### src/rtl/vskt_pkg.sv
`timescale 1ns / 1ps
// Package for the value-sorted key table: sizes, action and status codes,
// and the entry, memory request and result types. No dependencies.
package vskt_pkg;

  localparam int CAPACITY  = 64;
  localparam int IDX_W     = $clog2(CAPACITY);
  localparam int CNT_W     = $clog2(CAPACITY + 1);
  localparam int KEY_W     = 16;
  localparam int VAL_W     = 32;
  localparam int ACT_W     = 2;
  localparam int STAT_W    = 2;
  localparam int OUT_CNT_W = 7;

  typedef enum logic [ACT_W-1:0] {
    ACT_LOOKUP = 2'd0,
    ACT_INSERT = 2'd1,
    ACT_DELETE = 2'd2,
    ACT_CLEAR  = 2'd3
  } action_e;

  typedef enum logic [STAT_W-1:0] {
    ST_DONE    = 2'd0,
    ST_PRESENT = 2'd1,
    ST_FULL    = 2'd2,
    ST_ABSENT  = 2'd3
  } status_e;

  typedef struct packed {
    logic [KEY_W-1:0]        key;
    logic signed [VAL_W-1:0] value;
  } entry_t;

  localparam int ENTRY_W = $bits(entry_t);

  typedef struct packed {
    logic             we;
    logic [IDX_W-1:0] waddr;
    entry_t           wdata;
    logic [IDX_W-1:0] raddr;
  } ram_req_t;

  typedef struct packed {
    logic                    found;
    logic signed [VAL_W-1:0] value_out;
    logic [STAT_W-1:0]       status;
    logic [OUT_CNT_W-1:0]    entry_count;
  } result_t;

endpackage

### src/rtl/vskt_if.sv
`timescale 1ns / 1ps
// Valid/ready channel interfaces for the value-sorted key table.
// Depends on vskt_pkg for field widths.
interface vskt_in_if;
  logic                             valid;
  logic                             ready;
  logic [vskt_pkg::ACT_W-1:0]       action;
  logic [vskt_pkg::KEY_W-1:0]       key;
  logic signed [vskt_pkg::VAL_W-1:0] value;

  modport source (output valid, action, key, value, input ready);
  modport sink   (input valid, action, key, value, output ready);
endinterface

interface vskt_out_if;
  logic                               valid;
  logic                               ready;
  logic                               found;
  logic signed [vskt_pkg::VAL_W-1:0]  value_out;
  logic [vskt_pkg::STAT_W-1:0]        status;
  logic [vskt_pkg::OUT_CNT_W-1:0]     entry_count;

  modport source (output valid, found, value_out, status, entry_count, input ready);
  modport sink   (input valid, found, value_out, status, entry_count, output ready);
endinterface

### src/rtl/vskt_ram.sv
`timescale 1ns / 1ps
// Generic single-write, single-read RAM with registered read data.
// No dependencies.
module vskt_ram #(
  parameter int Width = 8,
  parameter int Depth = 16
) (
  input  logic                     clk_i,
  input  logic                     we_i,
  input  logic [$clog2(Depth)-1:0] waddr_i,
  input  logic [Width-1:0]         wdata_i,
  input  logic [$clog2(Depth)-1:0] raddr_i,
  output logic [Width-1:0]         rdata_o
);

  logic [Width-1:0] mem_q [Depth];
  logic [Width-1:0] rdata_q;

  always_ff @(posedge clk_i) begin
    if (we_i) begin
      mem_q[waddr_i] <= wdata_i;
    end
    rdata_q <= mem_q[raddr_i];
  end

  assign rdata_o = rdata_q;

endmodule

### src/rtl/vskt_seq.sv
`timescale 1ns / 1ps
// Sequencer and shared compare unit of the value-sorted key table: scans the
// entry memory, then shifts entries up or down one slot per cycle.
// Depends on vskt_pkg and vskt_if.
module vskt_seq (
  input  logic                            clk_i,
  input  logic                            rst_ni,
  vskt_in_if.sink                         in_i,
  input  logic signed [vskt_pkg::VAL_W-1:0] missing_value_i,
  output vskt_pkg::ram_req_t              ram_req_o,
  input  vskt_pkg::entry_t                ram_rdata_i,
  output logic                            res_valid_o,
  input  logic                            res_ready_i,
  output vskt_pkg::result_t               res_o
);

  localparam int IDX_W = vskt_pkg::IDX_W;
  localparam int CNT_W = vskt_pkg::CNT_W;

  typedef enum logic [5:0] {
    S_IDLE     = 6'b000001,
    S_SEARCH   = 6'b000010,
    S_SHIFT_UP = 6'b000100,
    S_PLACE    = 6'b001000,
    S_SHIFT_DN = 6'b010000,
    S_DONE     = 6'b100000
  } state_e;

  state_e                            state_q, state_d;
  vskt_pkg::action_e                 action_q, action_d;
  logic [vskt_pkg::KEY_W-1:0]        key_q, key_d;
  logic signed [vskt_pkg::VAL_W-1:0] value_q, value_d;
  logic signed [vskt_pkg::VAL_W-1:0] hit_val_q, hit_val_d;
  logic [CNT_W-1:0]                  count_q, count_d;
  logic [CNT_W-1:0]                  idx_q, idx_d;
  logic [CNT_W-1:0]                  pos_q, pos_d;
  logic [CNT_W-1:0]                  sh_q, sh_d;
  logic [CNT_W-1:0]                  sh_m1;
  logic                              pend_q, pend_d;
  logic [IDX_W-1:0]                  pend_idx_q, pend_idx_d;
  logic                              found_q, found_d;
  logic                              posf_q, posf_d;
  logic [IDX_W-1:0]                  slot_q, slot_d;
  vskt_pkg::status_e                 status_q, status_d;
  logic                              issue;

  assign sh_m1 = sh_q - CNT_W'(1);

  always_comb begin
    state_d    = state_q;
    action_d   = action_q;
    key_d      = key_q;
    value_d    = value_q;
    hit_val_d  = hit_val_q;
    count_d    = count_q;
    idx_d      = idx_q;
    pos_d      = pos_q;
    sh_d       = sh_q;
    pend_d     = pend_q;
    pend_idx_d = pend_idx_q;
    found_d    = found_q;
    posf_d     = posf_q;
    slot_d     = slot_q;
    status_d   = status_q;
    issue      = 1'b0;
    in_i.ready = 1'b0;
    res_valid_o = 1'b0;
    ram_req_o.we    = 1'b0;
    ram_req_o.waddr = pend_idx_q;
    ram_req_o.wdata = ram_rdata_i;
    ram_req_o.raddr = idx_q[IDX_W-1:0];

    case (state_q)
      S_IDLE: begin
        in_i.ready = 1'b1;
        if (in_i.valid) begin
          action_d = vskt_pkg::action_e'(in_i.action);
          key_d    = in_i.key;
          value_d  = in_i.value;
          idx_d    = '0;
          pend_d   = 1'b0;
          found_d  = 1'b0;
          posf_d   = 1'b0;
          pos_d    = count_q;
          state_d  = S_SEARCH;
        end
      end

      S_SEARCH: begin
        // read slot idx, compare it in the next cycle
        issue = (idx_q < count_q);
        if (pend_q) begin
          if (!found_q && ram_rdata_i.key == key_q) begin
            found_d   = 1'b1;
            slot_d    = pend_idx_q;
            hit_val_d = ram_rdata_i.value;
          end
          if (!posf_q && !(value_q < ram_rdata_i.value)) begin
            posf_d = 1'b1;
            pos_d  = CNT_W'(pend_idx_q);
          end
        end
        if (issue) begin
          idx_d      = idx_q + CNT_W'(1);
          pend_d     = 1'b1;
          pend_idx_d = idx_q[IDX_W-1:0];
        end else begin
          pend_d = 1'b0;
        end
        if (!issue && !pend_q) begin
          case (action_q)
            vskt_pkg::ACT_LOOKUP: begin
              status_d = found_q ? vskt_pkg::ST_DONE : vskt_pkg::ST_ABSENT;
              state_d  = S_DONE;
            end
            vskt_pkg::ACT_INSERT: begin
              if (found_q) begin
                status_d = vskt_pkg::ST_PRESENT;
                state_d  = S_DONE;
              end else if (count_q == CNT_W'(vskt_pkg::CAPACITY)) begin
                status_d = vskt_pkg::ST_FULL;
                state_d  = S_DONE;
              end else begin
                status_d = vskt_pkg::ST_DONE;
                sh_d     = count_q;
                state_d  = S_SHIFT_UP;
              end
            end
            vskt_pkg::ACT_DELETE: begin
              if (found_q) begin
                status_d = vskt_pkg::ST_DONE;
                sh_d     = CNT_W'(slot_q) + CNT_W'(1);
                state_d  = S_SHIFT_DN;
              end else begin
                status_d = vskt_pkg::ST_ABSENT;
                state_d  = S_DONE;
              end
            end
            default: begin
              status_d = vskt_pkg::ST_DONE;
              count_d  = '0;
              state_d  = S_DONE;
            end
          endcase
        end
      end

      S_SHIFT_UP: begin
        // read slot sh-1, write it to slot sh next cycle
        ram_req_o.raddr = sh_m1[IDX_W-1:0];
        ram_req_o.we    = pend_q;
        issue = (sh_q > pos_q);
        if (issue) begin
          pend_d     = 1'b1;
          pend_idx_d = sh_q[IDX_W-1:0];
          sh_d       = sh_m1;
        end else begin
          pend_d = 1'b0;
          if (!pend_q) begin
            state_d = S_PLACE;
          end
        end
      end

      S_PLACE: begin
        ram_req_o.we        = 1'b1;
        ram_req_o.waddr     = pos_q[IDX_W-1:0];
        ram_req_o.wdata.key = key_q;
        ram_req_o.wdata.value = value_q;
        count_d = count_q + CNT_W'(1);
        state_d = S_DONE;
      end

      S_SHIFT_DN: begin
        // read slot sh, write it to slot sh-1 next cycle
        ram_req_o.raddr = sh_q[IDX_W-1:0];
        ram_req_o.we    = pend_q;
        issue = (sh_q < count_q);
        if (issue) begin
          pend_d     = 1'b1;
          pend_idx_d = sh_m1[IDX_W-1:0];
          sh_d       = sh_q + CNT_W'(1);
        end else begin
          pend_d = 1'b0;
          if (!pend_q) begin
            count_d = count_q - CNT_W'(1);
            state_d = S_DONE;
          end
        end
      end

      S_DONE: begin
        res_valid_o = 1'b1;
        if (res_ready_i) begin
          state_d = S_IDLE;
        end
      end

      default: begin
        state_d = S_IDLE;
      end
    endcase
  end

  assign res_o.found       = found_q;
  assign res_o.value_out   = (action_q == vskt_pkg::ACT_LOOKUP && found_q) ?
                             hit_val_q : missing_value_i;
  assign res_o.status      = status_q;
  assign res_o.entry_count = vskt_pkg::OUT_CNT_W'(count_q);

  always_ff @(posedge clk_i or negedge rst_ni) begin
    if (!rst_ni) begin
      state_q <= S_IDLE;
      count_q <= '0;
      pend_q  <= 1'b0;
    end else begin
      state_q <= state_d;
      count_q <= count_d;
      pend_q  <= pend_d;
    end
  end

  always_ff @(posedge clk_i) begin
    action_q   <= action_d;
    key_q      <= key_d;
    value_q    <= value_d;
    hit_val_q  <= hit_val_d;
    idx_q      <= idx_d;
    pos_q      <= pos_d;
    sh_q       <= sh_d;
    pend_idx_q <= pend_idx_d;
    found_q    <= found_d;
    posf_q     <= posf_d;
    slot_q     <= slot_d;
    status_q   <= status_d;
  end

endmodule

### src/rtl/value_sorted_key_table_core.sv
`timescale 1ns / 1ps
// Value-sorted key table: a fixed-capacity key/value table kept in descending
// order of value, with lookup, insert, delete and clear. An action first scans
// the occupied slots through one read port of the entry memory. An insert
// then moves the later entries up one slot per cycle and places the new pair.
// A delete moves the later entries down one slot per cycle. An insert only
// moves entries when count is below CAPACITY. The input is not ready while
// an action is in progress; a finished result sits in an output register, so
// the next transaction can start while it waits to be taken.
// Depends on vskt_pkg, vskt_if, vskt_ram and vskt_seq.
module value_sorted_key_table_core (
  input  logic                              clk_i,
  input  logic                              rst_ni,
  vskt_in_if.sink                           in_i,
  vskt_out_if.source                        out_o,
  input  logic                              cfg_we_i,
  input  logic signed [vskt_pkg::VAL_W-1:0] cfg_wdata_i
);

  logic signed [vskt_pkg::VAL_W-1:0] missing_value_q;
  vskt_pkg::ram_req_t                ram_req;
  vskt_pkg::entry_t                  ram_rdata;
  logic                              res_valid;
  logic                              res_ready;
  vskt_pkg::result_t                 res;
  logic                              out_valid_q;
  vskt_pkg::result_t                 out_data_q;

  always_ff @(posedge clk_i or negedge rst_ni) begin
    if (!rst_ni) begin
      missing_value_q <= -32'sd1;
    end else if (cfg_we_i) begin
      missing_value_q <= cfg_wdata_i;
    end
  end

  vskt_ram #(
    .Width(vskt_pkg::ENTRY_W),
    .Depth(vskt_pkg::CAPACITY)
  ) u_ram (
    .clk_i  (clk_i),
    .we_i   (ram_req.we),
    .waddr_i(ram_req.waddr),
    .wdata_i(ram_req.wdata),
    .raddr_i(ram_req.raddr),
    .rdata_o(ram_rdata)
  );

  vskt_seq u_seq (
    .clk_i          (clk_i),
    .rst_ni         (rst_ni),
    .in_i           (in_i),
    .missing_value_i(missing_value_q),
    .ram_req_o      (ram_req),
    .ram_rdata_i    (ram_rdata),
    .res_valid_o    (res_valid),
    .res_ready_i    (res_ready),
    .res_o          (res)
  );

  // load the output register when it is empty or being drained
  assign res_ready = !out_valid_q || out_o.ready;

  always_ff @(posedge clk_i or negedge rst_ni) begin
    if (!rst_ni) begin
      out_valid_q <= 1'b0;
    end else if (res_ready) begin
      out_valid_q <= res_valid;
    end
  end

  always_ff @(posedge clk_i) begin
    if (res_ready && res_valid) begin
      out_data_q <= res;
    end
  end

  assign out_o.valid       = out_valid_q;
  assign out_o.found       = out_data_q.found;
  assign out_o.value_out   = out_data_q.value_out;
  assign out_o.status      = out_data_q.status;
  assign out_o.entry_count = out_data_q.entry_count;

endmodule

### src/flat_wrapper.sv
// flat-port wrapper written by rule: the top's interface ports become plain ports
module value_sorted_key_table_core_flat 
  (clk_i, rst_ni, cfg_we_i, cfg_wdata_i, in_i_valid, in_i_action, in_i_key, in_i_value, in_i_ready, out_o_valid, out_o_found, out_o_value_out, out_o_status, out_o_entry_count, out_o_ready);
  vskt_in_if in_i_i ();
  vskt_out_if out_o_i ();
  input  logic clk_i;
  input  logic rst_ni;
  input  logic cfg_we_i;
  input  logic signed [vskt_pkg::VAL_W-1:0] cfg_wdata_i;
  input wire logic [$bits(in_i_i.valid)-1:0] in_i_valid;
  input wire logic [$bits(in_i_i.action)-1:0] in_i_action;
  input wire logic [$bits(in_i_i.key)-1:0] in_i_key;
  input wire logic [$bits(in_i_i.value)-1:0] in_i_value;
  output wire logic [$bits(in_i_i.ready)-1:0] in_i_ready;
  output wire logic [$bits(out_o_i.valid)-1:0] out_o_valid;
  output wire logic [$bits(out_o_i.found)-1:0] out_o_found;
  output wire logic [$bits(out_o_i.value_out)-1:0] out_o_value_out;
  output wire logic [$bits(out_o_i.status)-1:0] out_o_status;
  output wire logic [$bits(out_o_i.entry_count)-1:0] out_o_entry_count;
  input wire logic [$bits(out_o_i.ready)-1:0] out_o_ready;
  assign in_i_i.valid = in_i_valid;
  assign in_i_i.action = in_i_action;
  assign in_i_i.key = in_i_key;
  assign in_i_i.value = in_i_value;
  assign in_i_ready = in_i_i.ready;
  assign out_o_valid = out_o_i.valid;
  assign out_o_found = out_o_i.found;
  assign out_o_value_out = out_o_i.value_out;
  assign out_o_status = out_o_i.status;
  assign out_o_entry_count = out_o_i.entry_count;
  assign out_o_i.ready = out_o_ready;
  value_sorted_key_table_core u_core (.clk_i(clk_i), .rst_ni(rst_ni), .in_i(in_i_i), .out_o(out_o_i), .cfg_we_i(cfg_we_i), .cfg_wdata_i(cfg_wdata_i));
endmodule
### config.mk
export PLATFORM = sky130hd
export DESIGN_NAME = value_sorted_key_table_core_flat
export DESIGN_NICKNAME = d
export VERILOG_FILES = /design/src/rtl/vskt_pkg.sv /design/src/rtl/vskt_if.sv /design/src/rtl/vskt_ram.sv /design/src/rtl/vskt_seq.sv /design/src/rtl/value_sorted_key_table_core.sv /design/src/flat_wrapper.sv
export SDC_FILE = /design/constraint.sdc
export NUM_CORES = 2
export LEC_CHECK = 0
export BUFFER_PORTS_ARGS = -buffer_cell sky130_fd_sc_hd__buf_2
export CORE_MARGIN = 10
export CORE_UTILIZATION = 45
export DETAILED_ROUTE_END_ITERATION = 10
export GPL_TIMING_DRIVEN = 0
export SLEW_MARGIN = 20
export SYNTH_ARGS = -nofsm -noshare
export SYNTH_HDL_FRONTEND = slang
export SYNTH_SLANG_ARGS = --single-unit
### constraint.sdc
create_clock -name clk_i -period 5.1 [get_ports clk_i]
set_clock_uncertainty 0.1 [all_clocks]
set_input_delay 0 -clock clk_i [delete_from_list [all_inputs] [get_ports clk_i]]
set_output_delay 0 -clock clk_i [all_outputs]
set_load 0.02 [all_outputs]
==> impl_metrics.json <==
{
  "outcome": "finished with violations",
  "violations": "negative setup slack",
  "preCtsSetupSlack_ns": -1.92,
  "dp_hpwl_um": 360000,
  "synth_edf_count": 3233,
  "via_per_inst": 6.20,
  "synthArstFlopShare_pct": 1.41,
  "initial_utilization_pct": 45.1,
  "timing.hold.ws_ns": 0.0910,
  "cp.required_ns": 5.77,
  "overflow": 0,
  "drive_gt1_share_pct": 16.1,
  "h-tree-depth": 5,
  "hold_viol_final": 0,
  "finalWorstSetupSlack_ns": -0.248,
  "ys_types": 76,
  "nets": 10200,
  "die_w_um": 560,
  "grt_pass1_vias": 83500,
  "cts_tree": "yes",
  "io_pins": 131,
  "place_congestion": 0.988,
  "crit_path_max_fanout": 10,
  "clk_pin_slew_ns": 0.06,
  "routedWlPerCell_um": 34.9,
  "max-vdd-ir-drop_uv": 427,
  "cts-root-buf": "clkbuf_16",
  "end_kind": "flop",
  "period_share_pct": 105,
  "syn_nets": 9254,
  "p_leak_nw": 54.3,
  "wl_um": 499000,
  "yosysWarnings": 0,
  "rows": 198,
  "hp-class": "in2reg",
  "start_kind": "flop",
  "first_iter_violations": 14100,
  "mostFrequentLayoutCells": "edfxtp_1, nand2_1, nand3_1",
  "period_needed_ns": 5.35,
  "timing.fmax_ghz": 0.187,
  "finalSetupViolations": 29,
  "rsz0062_at_grt": "true",
  "first_pass_iters": 9,
  "core_um2": 291000,
  "drc_errors": 0,
  "cts_buffer_depth": 4,
  "fin_setup_tns_ns": -2.78,
  "insertion_delay_ns": 0.96,
  "syn2layout_area_growth_pct": 21.0,
  "cap_viol_max_count": 0,
  "fin_area_um2": 159000,
  "cts_buffers": 343,
  "die_y_um": 560,
  "ys_seq_area_share_pct": 75.7,
  "grt_antenna_before_repair": 60,
  "syn_avg_cell_area_um2": 14.4,
  "grt_max_degree": 65,
  "ys_seq_elements": 3328,
  "layout.cells.most_common": "edfxtp_1",
  "die-area_um2": 313000,
  "slew_violations": 0,
  "total_power_mw": 90.1,
  "syn_area_um2": 131000,
  "vias": 88600,
  "synthFlopType": "edfxtp_1",
  "critPathKind": "reg2reg",
  "grtUsageTotal_pct": 30.6,
  "slew_headroom_pct": 2.48,
  "port_buffers": 129,
  "critPathArrivalTime_ns": 6.01,
  "ant_nets": 0,
  "placed_area_um2": 144000,
  "grt_pass1_wl_um": 675000,
  "syn_inst": 9103,
  "clock_sinks": 3328,
  "powerDensity_nw_per_um2": 568,
  "tightest_slew_ns": 1.45
}
[path summary, 6_finish.rpt]
kind,start,to,slack (ns),cells past startpoint
hold / removal,in_i_valid,u_core.u_seq.key_q[15],0.09,3
setup reg to reg,u_core.u_seq.state_q[1],u_core.u_ram.rdata_o[27],-0.25,13
max in group asynchronous,rst_ni,u_core.missing_value_q[17],4.03,5
hold reg to reg,u_core.u_seq.status_q[1],u_core.out_o.status[1],0.35,0
setup / recovery,u_core.u_seq.state_q[1],u_core.u_ram.rdata_o[27],-0.25,13
min in group asynchronous,rst_ni,u_core.u_seq.count_q[6],0.57,5
[flip-flops by register name, summed over array words and instances (netlist names), 2 cells and up]
| register | count |
|---|---|
| u_core.u_seq.hit_val_q | 32 |
| u_core.u_seq.key_q | 16 |
| u_core.u_seq.slot_q | 6 |
| u_core.u_ram.rdata_o | 48 |
| u_core.u_ram.mem_q | 3072 |
| u_core.u_seq.idx_q | 7 |
| u_core.out_o.value_out | 32 |
| u_core.u_seq.sh_q | 7 |
| u_core.u_seq.pos_q | 7 |
| u_core.u_seq.action_q | 2 |
| u_core.u_seq.state_q | 6 |
| u_core.out_o.entry_count | 7 |
| u_core.u_seq.status_q | 2 |
| u_core.u_seq.pend_idx_q | 6 |
| u_core.u_seq.value_q | 32 |
| u_core.missing_value_q | 32 |
| u_core.out_o.status | 2 |
| u_core.u_seq.count_q | 7 |
[power by group]
group / leakage, nW / internal (mW) / switching (mW)
combinational: 19.2 / 8.03 / 22.7
sequential: 29.9 / 34.3 / 0.454
clock: 5.24 / 13.7 / 10.9
total: 54.3 / 56.1 / 34.0
[synth_stat cells, drive strengths merged (15+ instances only)]
cell | n | area [um^2]
edfxtp | 3233 | 97100
nand2 | 2040 | 7660
nand3 | 640 | 3210
mux2i | 439 | 4390
a21oi | 351 | 1760
buf | 304 | 1550
clkbuf | 254 | 953
nor2 | 200 | 763
a31oi | 147 | 920
o21ai | 138 | 691
mux2 | 111 | 1250
nor4 | 103 | 644
nor3 | 90 | 465
o211ai | 87 | 653
and3 | 86 | 538
o22ai | 79 | 494
ha | 63 | 788
inv | 61 | 229
a211oi | 55 | 413
o2111ai | 49 | 429
dfxtp | 48 | 961
a221o | 47 | 470
a32oi | 38 | 333
a21o | 35 | 263
a22oi | 35 | 263
dfstp | 33 | 867
a221oi | 32 | 287
a32o | 29 | 290
nand4 | 29 | 181
a311oi | 26 | 228
nor4b | 25 | 231
nand2b | 19 | 119
xor2 | 18 | 158
and4 | 17 | 149
and4b | 15 | 150
[what timing repair did]
item                                   in CTS  in global routing
endpoints found under the hold margin     236                  0
pin swaps                                  16                 12
setup endpoints to repair                 465                236
gates resized for setup                   275                113
hold buffers                              206                  0
buffers inserted                           12                 14
[stage by stage]
step,cells,util (%)
global placement,13100,47.0
finish,14300,54.6
floorplan,9103,-
CTS,14300,54.4
global route,14300,54.6
detailed placement,13400,49.7
[worst max-delay path, cell delays in order (launching register included)]
cell and delay (ns):
dfrtp_1 0.48, nor4_4 0.45, nand2_1 0.18, buf_2 0.25, a32oi_2 0.47, buf_2 0.35, buf_4 0.34, buf_4 0.36
clkbuf_4 0.35, buf_4 0.34, a21oi_1 0.08, o31ai_1 0.39, o211ai_1 0.47, and4_1 0.50
[logic make-up after synthesis]
family                     after synthesis  share of synthesized area [%]
buffers and inverters                  619                           2.08
and+or+nand+nor                       3303                           11.0
xor gates and xnor gates                29                          0.194
DFF                                   3328                           75.7
muxes                                  550                           4.31
adders and majority gates               64                          0.616
AOI/OAI and AO/OA                     1210                           6.14
[metal layers]
metal / vias to the layer above / track usage, % / share of wire (%)
met1: 44700 / 39.4 / 36
met3: 1284 / 9.01 / 13
met2: 6047 / 45.3 / 43
met5: - / 0 / 0.048
li1: 36500 / - / -
met4: 36 / 19.3 / 7.8
[layout make-up]
cell class                 instances  area, um^2
inverter                          61         229
clock inverter                   188        1750
buffer                           548        3000
tap                             3900        4880
sequential                      3328       99300
fill                           22900      132000
clock buffer                     430        9080
antenna                           22        55.1
multi-input combinational       5156       30900
timing repair buffer             660        9440
No activity file was read; power rests on OpenSTA's default activity.
